--- src/hdl/f2h_pkg.sv ---
// ----------------------------------------------------------------------------
// f2h_pkg
// Shared constants and conversion functions for the binary32/binary16 converter.
// ----------------------------------------------------------------------------
`default_nettype none
package f2h_pkg;
  localparam int unsigned DataW = 32;
  localparam logic FuncNarrow = 1'b0;
  localparam logic FuncWiden  = 1'b1;

  localparam logic [14:0] HalfInf = 15'h7C00;
  localparam logic [14:0] HalfQnan = 15'h7E00;

  // binary32 -> binary16, round to nearest even.
  function automatic logic [15:0] narrow(input logic [31:0] u);
    logic        s;
    logic [7:0]  ex;
    logic [22:0] m;
    logic [23:0] fm;
    logic [4:0]  sh;
    logic [10:0] hm;
    logic [23:0] rem;
    logic [23:0] half;
    logic [11:0] rnd;
    logic [4:0]  he;
    logic        up;
    logic [15:0] r;
    s  = u[31];
    ex = u[30:23];
    m  = u[22:0];
    fm = {1'b1, m};
    sh = 5'd0; hm = '0; rem = '0; half = '0; rnd = '0; he = '0; up = 1'b0;
    if (ex == 8'hFF) begin
      r = {s, (m != '0) ? HalfQnan : HalfInf};
    end else if (ex >= 8'd143) begin
      r = {s, HalfInf};
    end else if (ex < 8'd102) begin
      r = {s, 15'd0};
    end else if (ex <= 8'd112) begin
      // 14 - he with he = ex - 112
      sh   = 5'(8'd126 - ex);
      hm   = 11'(fm >> sh);
      half = 24'd1 << (sh - 5'd1);
      rem  = fm & ((24'd1 << sh) - 24'd1);
      up   = (rem > half) || ((rem == half) && hm[0]);
      rnd  = {1'b0, hm} + {11'd0, up};
      r    = {s, 4'd0, rnd[10:0]};
    end else begin
      he  = 5'(ex - 8'd112);
      up  = (m[12:0] > 13'h1000) || ((m[12:0] == 13'h1000) && m[13]);
      rnd = {2'b0, m[22:13]} + {11'd0, up};
      if (rnd[10]) begin
        if (he == 5'd30) r = {s, HalfInf};
        else r = {s, he + 5'd1, 10'd0};
      end else begin
        r = {s, he, rnd[9:0]};
      end
    end
    return r;
  endfunction

  // binary16 -> binary32, exact.
  function automatic logic [31:0] widen(input logic [15:0] h);
    logic       s;
    logic [4:0] e;
    logic [9:0] m;
    logic [3:0] lz;
    logic [9:0] nm;
    logic [31:0] r;
    s = h[15]; e = h[14:10]; m = h[9:0];
    lz = 4'd0;
    for (int i = 0; i < 10; i++) begin
      if (m[i]) lz = 4'(10 - i);
    end
    nm = m << lz;
    if (e == 5'd0) begin
      if (m == '0) r = {s, 31'd0};
      else r = {s, 8'(8'd113 - {4'd0, lz}), nm, 13'd0};
    end else if (e == 5'd31) begin
      r = {s, 8'hFF, m, 13'd0};
    end else begin
      r = {s, 8'({3'd0, e} + 8'd112), m, 13'd0};
    end
    return r;
  endfunction
endpackage
`default_nettype wire

--- src/hdl/f2h_core.sv ---
// ----------------------------------------------------------------------------
// f2h_core
// Combinational conversion datapath between the input and result registers.
// ----------------------------------------------------------------------------
`default_nettype none
module f2h_core import f2h_pkg::*; (
  input  wire logic             func,
  input  wire logic [DataW-1:0] operand_bits,
  output logic      [DataW-1:0] result_bits
);
  always_comb begin
    if (func == FuncWiden) result_bits = widen(operand_bits[15:0]);
    else result_bits = {16'd0, narrow(operand_bits)};
  end
endmodule
`default_nettype wire

--- src/hdl/fp32_fp16_converter.sv ---
// ----------------------------------------------------------------------------
// fp32_fp16_converter
// Streaming IEEE-754 binary32 <-> binary16 converter on raw bit patterns.
// ----------------------------------------------------------------------------
// Channel  Direction  Contents
// in_      slave      tdata = operand_bits[31:0], tuser = func
// out_     master     tdata = result_bits[31:0]
//
// Each transfer passes from the input register through the conversion
// logic into the result register. One operand is accepted every cycle
// unless the output stalls; the two register stages advance together
// whenever the result register is empty or being drained.
// A stall on the output holds both stages. Synchronous active-low reset
// clears the valid flags only.
`default_nettype none
module fp32_fp16_converter import f2h_pkg::*; (
  input  wire logic             clk,
  input  wire logic             rst_n,
  input  wire logic             in_tvalid,
  output logic                  in_tready,
  input  wire logic [DataW-1:0] in_tdata,   // operand_bits
  input  wire logic             in_tuser,   // func
  output logic                  out_tvalid,
  input  wire logic             out_tready,
  output logic      [DataW-1:0] out_tdata   // result_bits
);
  logic             s1_vld_r, s2_vld_r;
  logic             func_r;
  logic [DataW-1:0] op_r, res_r, res_nxt;
  logic             adv;

  // The whole pipe moves when the result slot can take new data.
  assign adv       = !s2_vld_r || out_tready;
  assign in_tready = adv;

  f2h_core u_core (.func(func_r), .operand_bits(op_r), .result_bits(res_nxt));

  always_ff @(posedge clk) begin
    if (!rst_n) begin
      s1_vld_r <= 1'b0;
      s2_vld_r <= 1'b0;
    end else if (adv) begin
      s1_vld_r <= in_tvalid;
      s2_vld_r <= s1_vld_r;
    end
    if (adv) begin
      op_r   <= in_tdata;
      func_r <= in_tuser;
      res_r  <= res_nxt;
    end
  end

  assign out_tvalid = s2_vld_r;
  assign out_tdata  = res_r;
endmodule
`default_nettype wire

--- config.mk ---
export PLATFORM = sky130hd
export DESIGN_NAME = fp32_fp16_converter
export DESIGN_NICKNAME = d
export VERILOG_FILES = /design/src/hdl/f2h_pkg.sv /design/src/hdl/f2h_core.sv /design/src/hdl/fp32_fp16_converter.sv
export SDC_FILE = /design/constraint.sdc
export NUM_CORES = 1
export LEC_CHECK = 0
export BUFFER_PORTS_ARGS = -buffer_cell sky130_fd_sc_hd__buf_2
export CAP_MARGIN = 10
export CORE_MARGIN = 3
export CORE_UTILIZATION = 65
export CTS_CLUSTER_DIAMETER = 40
export DETAILED_ROUTE_END_ITERATION = 12
export PLACE_DENSITY = 0.83
export SYNTH_ARGS = -nofsm -noshare
export SYNTH_HDL_FRONTEND = slang
export SYNTH_HIERARCHICAL = 1
export SYNTH_SLANG_ARGS = --single-unit
--- constraint.sdc ---
create_clock -name clk -period 11 [get_ports clk]
set_input_delay 3.3 -clock clk [delete_from_list [all_inputs] [get_ports clk]]
set_output_delay 3.3 -clock clk [all_outputs]
set_load 0.01 [all_outputs]
Word-level counts from Yosys, hierarchy flattened:

Index checks and enable logic that the tools add are counted.

* bits in writable memories: 0
* bits in latches: 0
* bits of input ports: 37
* word-level logic and storage cells: 61
* memories: 0
* ROM bits: 0
* register bits: 67
* output and inout bits: 34

* equality and inequality tests: 5
* divide/modulo/power cells: 0
* shifts and indexed selects: 4
* reductions and logical operators: 9
* multiplexer cells: 22
* magnitude comparators: 5
* bitwise logic cells: 1
* add/subtract/negate cells: 9
* $mul: 0

Operators with widths (count)
* 31-bit 2-to-1 mux: 3
* 15-bit 2-to-1 mux: 6
* 1-bit by 5-bit left shift with 24-bit output, first input constant: 2
* 4-bit 2-to-1 mux: 11
* 24-bit AND: 1
* 24-bit equality test: 1
* 24-bit > comparator: 1
* 24-bit by 5-bit right shift with 11-bit output: 1
* 24-bit by 1-bit subtractor with 24-bit output, second input constant: 1
* 23-bit nonzero test: 1
* 16-bit 2-to-1 mux: 1
* 13-bit equality test, second input constant: 1
* 13-bit > comparator, second input constant: 1
* 10-bit by 1-bit adder with 11-bit output: 1
* 11-bit by 1-bit adder with 11-bit output: 1
* 5-bit equality test, second input constant: 2
* 10-bit zero test: 1
* 10-bit 2-to-1 mux: 1
* 10-bit by 4-bit left shift with 10-bit output: 1
* 5-bit by 7-bit adder with 8-bit output, second input constant: 1
* 8-bit equality test, second input constant: 1
* 8-bit >= comparator, second input constant: 1
* 8-bit by 7-bit <= comparator with 1-bit output, second input constant: 1
* 8-bit by 7-bit less-than comparator with 1-bit output, second input constant: 1
* 9 further kinds: 12

Logic depth before layout (Yosys ltp):

* word-level depth: 15
* depth in mapped cells: 25
* gate-level depth less buffers: 23

By module:

Netlist, hierarchy kept.

By module, submodules not included
* f2h_core: times used 1, area an instance 4102.7 µm², cells each 576, seq. area each 0.0 µm²
* fp32_fp16_converter: times used 1, area an instance 2034.5 µm², cells each 73, seq. area each 1991.9 µm²

Worst setup path before layout:

No wires, ideal clock.

* path kind: input port to output port
* from: input out_tready
* to: output in_tready
* stages on the path: 2
* path slack: 3048 ps
* path buffers: 0
* arrival: 4652 ps
* data required time: 7700 ps
* path through: nor2b_4 > inv_1

* cells in the longest elaborated chain, start to end: 1

Ends and longest elaborated chain
* from (decl): RTL line fp32_fp16_converter.sv:24 `input wire logic out_tready,`
* 1-bit logical OR: RTL line fp32_fp16_converter.sv:33 `assign adv = !s2_vld_r || out_tready;`
* to (decl): RTL line fp32_fp16_converter.sv:20 `output logic in_tready,`

No other way between the ends.

Worst setup path in the final report:

Same ends and word-level chain as after synthesis.

==> impl_metrics.env <==
export IMPL_die_w_um=103
export IMPL_path_class="in2out"
export IMPL_syn_to_final_growth_pct=7.89
export IMPL_yosys_mux_area_fraction=0.131
export IMPL_final_setup_tns_ps=0
export IMPL_place_area_um2=6390
export IMPL_min_period_ps=7670
export IMPL_vias=5627
export IMPL_cts_buffers=9
export IMPL_status="complete, no violations"
export IMPL_p_leak_nw=2.71
export IMPL_multi_input_area_um2=3800
export IMPL_synthAdderAreaFrac=0.0775
export IMPL_firstDrtPassIters=6
export IMPL_path_max_fanout=66
export IMPL_portBuffers=70
export IMPL_clkSinkCount=67
export IMPL_wl_per_cell_um=21.8
export IMPL_ys_seq_area_frac=0.325
export IMPL_max_slew_margin_rel=0.218
export IMPL_cts_root_buffer="clkbuf_8"
export IMPL_cts_resized=0
export IMPL_fin_worst_skew_ps=7.71
export IMPL_r2r_slack_ps=4250
export IMPL_yosysWarnings=6
export IMPL_cts_hold_buf=0
export IMPL_syn_nets=724
export IMPL_drv_cap=0
export IMPL_synth_top_family_by_area="simple AND/OR/NAND/NOR gates"
export IMPL_grt_max_degree=67
export IMPL_start_kind="input port"
export IMPL_timing_fmax_mhz=130
export IMPL_diodes=0
export IMPL_pwr_density_cell_nw_per_um2=132
export IMPL_pre_cts_slack_ps=3310
export IMPL_clkTransAtPathRegs_ps=70
export IMPL_ctsHtreeMaxLevel=3
export IMPL_yosys_cell_types_count=69
export IMPL_fillerInstances=655
export IMPL_hold_viol=0
export IMPL_pin_count=71
export IMPL_arrival_ps=4370
export IMPL_ir_drop_uv=122
export IMPL_layout_drive_gt1_share=0.193
export IMPL_synth_simple_area_share=0.190
export IMPL_drt_iter0_drc=734
export IMPL_setup_ws_ps=3330
export IMPL_start_util=0.687
export IMPL_slew_viol_final=0
export IMPL_post_cts_buffers=0
export IMPL_synth_edf_count=65
export IMPL_row_count=34
export IMPL_syn_inst=649
export IMPL_fin_nets=759
export IMPL_ys_ff_latch=67
export IMPL_design_area_um2=6620
export IMPL_seq_area_um2=1990
export IMPL_fin_crit_sh=0.697
export IMPL_hp_class="reg2reg"
export IMPL_ant_nets=0
export IMPL_rsz0062_at_grt="false"
export IMPL_grt_pass1_vias=5188
export IMPL_route_detailed_drc=0
export IMPL_setup_viol=0
export IMPL_synth_compound_area_frac=0.178
export IMPL_insertion_delay_ps=340
export IMPL_synthArstFlopShare=0
export IMPL_cts_tree="done"
export IMPL_synth_avg_cell_area_um2=9.46
export IMPL_grt_total_usage=0.336
export IMPL_hpwlAfterDp_um=12500
export IMPL_grt_pass1_wl_um=27200
export IMPL_worstMarginPinSlew_ps=1160
export IMPL_synth_xor_area_share=0.0426
export IMPL_cp_end_kind="output pin"
export IMPL_dieArea_um2=10600
export IMPL_worstPathRequired_ps=7700
export IMPL_synth_area_um2=6140
export IMPL_coreArea_um2=8930
export IMPL_synth_main_ff_cell="edfxtp_1"
export IMPL_hold_ws_ps=486
export IMPL_via_per_inst=7.06
export IMPL_globalRouteOverflowTotal=0
export IMPL_clockBufferDepth=2
export IMPL_drt_wl_total_um=17400
export IMPL_antenna_found_initial=1
export IMPL_gp_congestion=1.00
export IMPL_die_h_um=103
metrics by stage:
step	utilization	cells	total power, W
finish	0.741	797	0.000875
global route	0.741	797	0.000922
CTS	0.741	797	0.000870
detailed placement	0.715	781	0.000628
global placement	0.715	781	0.000619
floorplan	-	649	0.000555
report_power, final:
| part | internal (W) | total [W] | switching [W] |
|---|---|---|---|
| sequential | 0.000304 | 0.000332 | 0.0000286 |
| combinational | 0.000124 | 0.000302 | 0.000178 |
| clock | 0.000149 | 0.000241 | 0.0000917 |
| total | 0.000577 | 0.000875 | 0.000298 |
routing by layer:
metal  global-route usage  up-vias  wire (um)
met5                    0        -         13
met4                0.113        2        406
met3               0.0879       47       2190
met2                0.516      423       8030
met1                0.466     2614       6750
li1                     -     2541          -
registers in the layout (all words and copies together), names as in the netlist:
| signal | flops |
|---|---|
| op_r | 32 |
| out_tdata | 32 |
| func_r | 1 |
| out_tvalid | 1 |
| s1_vld_r | 1 |
final cells by class:
type / instances / area share
Inverter: 17 / 0.0100
Multi-Input combinational cell: 513 / 0.574
Timing Repair Buffer: 76 / 0.0597
Clock inverter: 6 / 0.0157
Sequential cell: 67 / 0.301
Clock buffer: 10 / 0.0193
Tap cell: 108 / 0.0204
worst max-delay path: stages:
cell and delay, ps:
buf_2 110, nor2b_4 50, inv_2 40, buf_4 610, buf_2 260
logic make-up after synthesis:
group                    after synthesis
buffers and inverters                 69
XOR/XNOR                              26
adder cells (fa/ha/maj)               38
AND/OR/NAND/NOR                      233
AO/OA/AOI/OAI                        162
flip-flops                            67
multiplexers                          54
synth_stat cells, drive strengths merged, types with 17 or more instances:
| master | number | area (um^2) |
|---|---|---|
| a21oi | 36 | 180 |
| and2 | 18 | 113 |
| buf | 17 | 146 |
| clkbuf | 35 | 131 |
| edfxtp | 65 | 1950 |
| ha | 38 | 475 |
| mux2i | 30 | 300 |
| mux4 | 21 | 473 |
| nand2 | 63 | 236 |
| nand3 | 34 | 175 |
| nor2 | 46 | 173 |
| o21ai | 32 | 160 |
path summary, 6_finish.rpt:
check / start / endpoint / cells past startpoint
worst max-delay path: out_tready / in_tready / 5
worst min-delay path: s1_vld_r$_SDFFE_PN0P_ / out_tvalid$_SDFFE_PN0P_ / 1
worst max register to register: op_r[23]$_DFFE_PP_ / out_tdata[10]$_DFFE_PP_ / 22
worst min register to register: s1_vld_r$_SDFFE_PN0P_ / out_tvalid$_SDFFE_PN0P_ / 1
cells in the final DEF, fill, tap and decap left out, types with 9 or more instances in the layout:
cell type / instances
a211oi_1: 13
nand3_1: 33
a31oi_1: 9
mux4_2: 21
buf_2: 70
a221oi_1: 9
o21ai_0: 30
and3_1: 11
nor3_1: 11
a21oi_1: 36
nor2b_1: 11
ha_1: 38
xor2_1: 11
inv_1: 12
nand2_1: 63
xnor2_1: 12
nor2_1: 46
clkbuf_8: 9
nand4_1: 11
mux2i_1: 30
and2_1: 16
a21o_1: 11
edfxtp_1: 65
(Power assumes the default switching activity.)
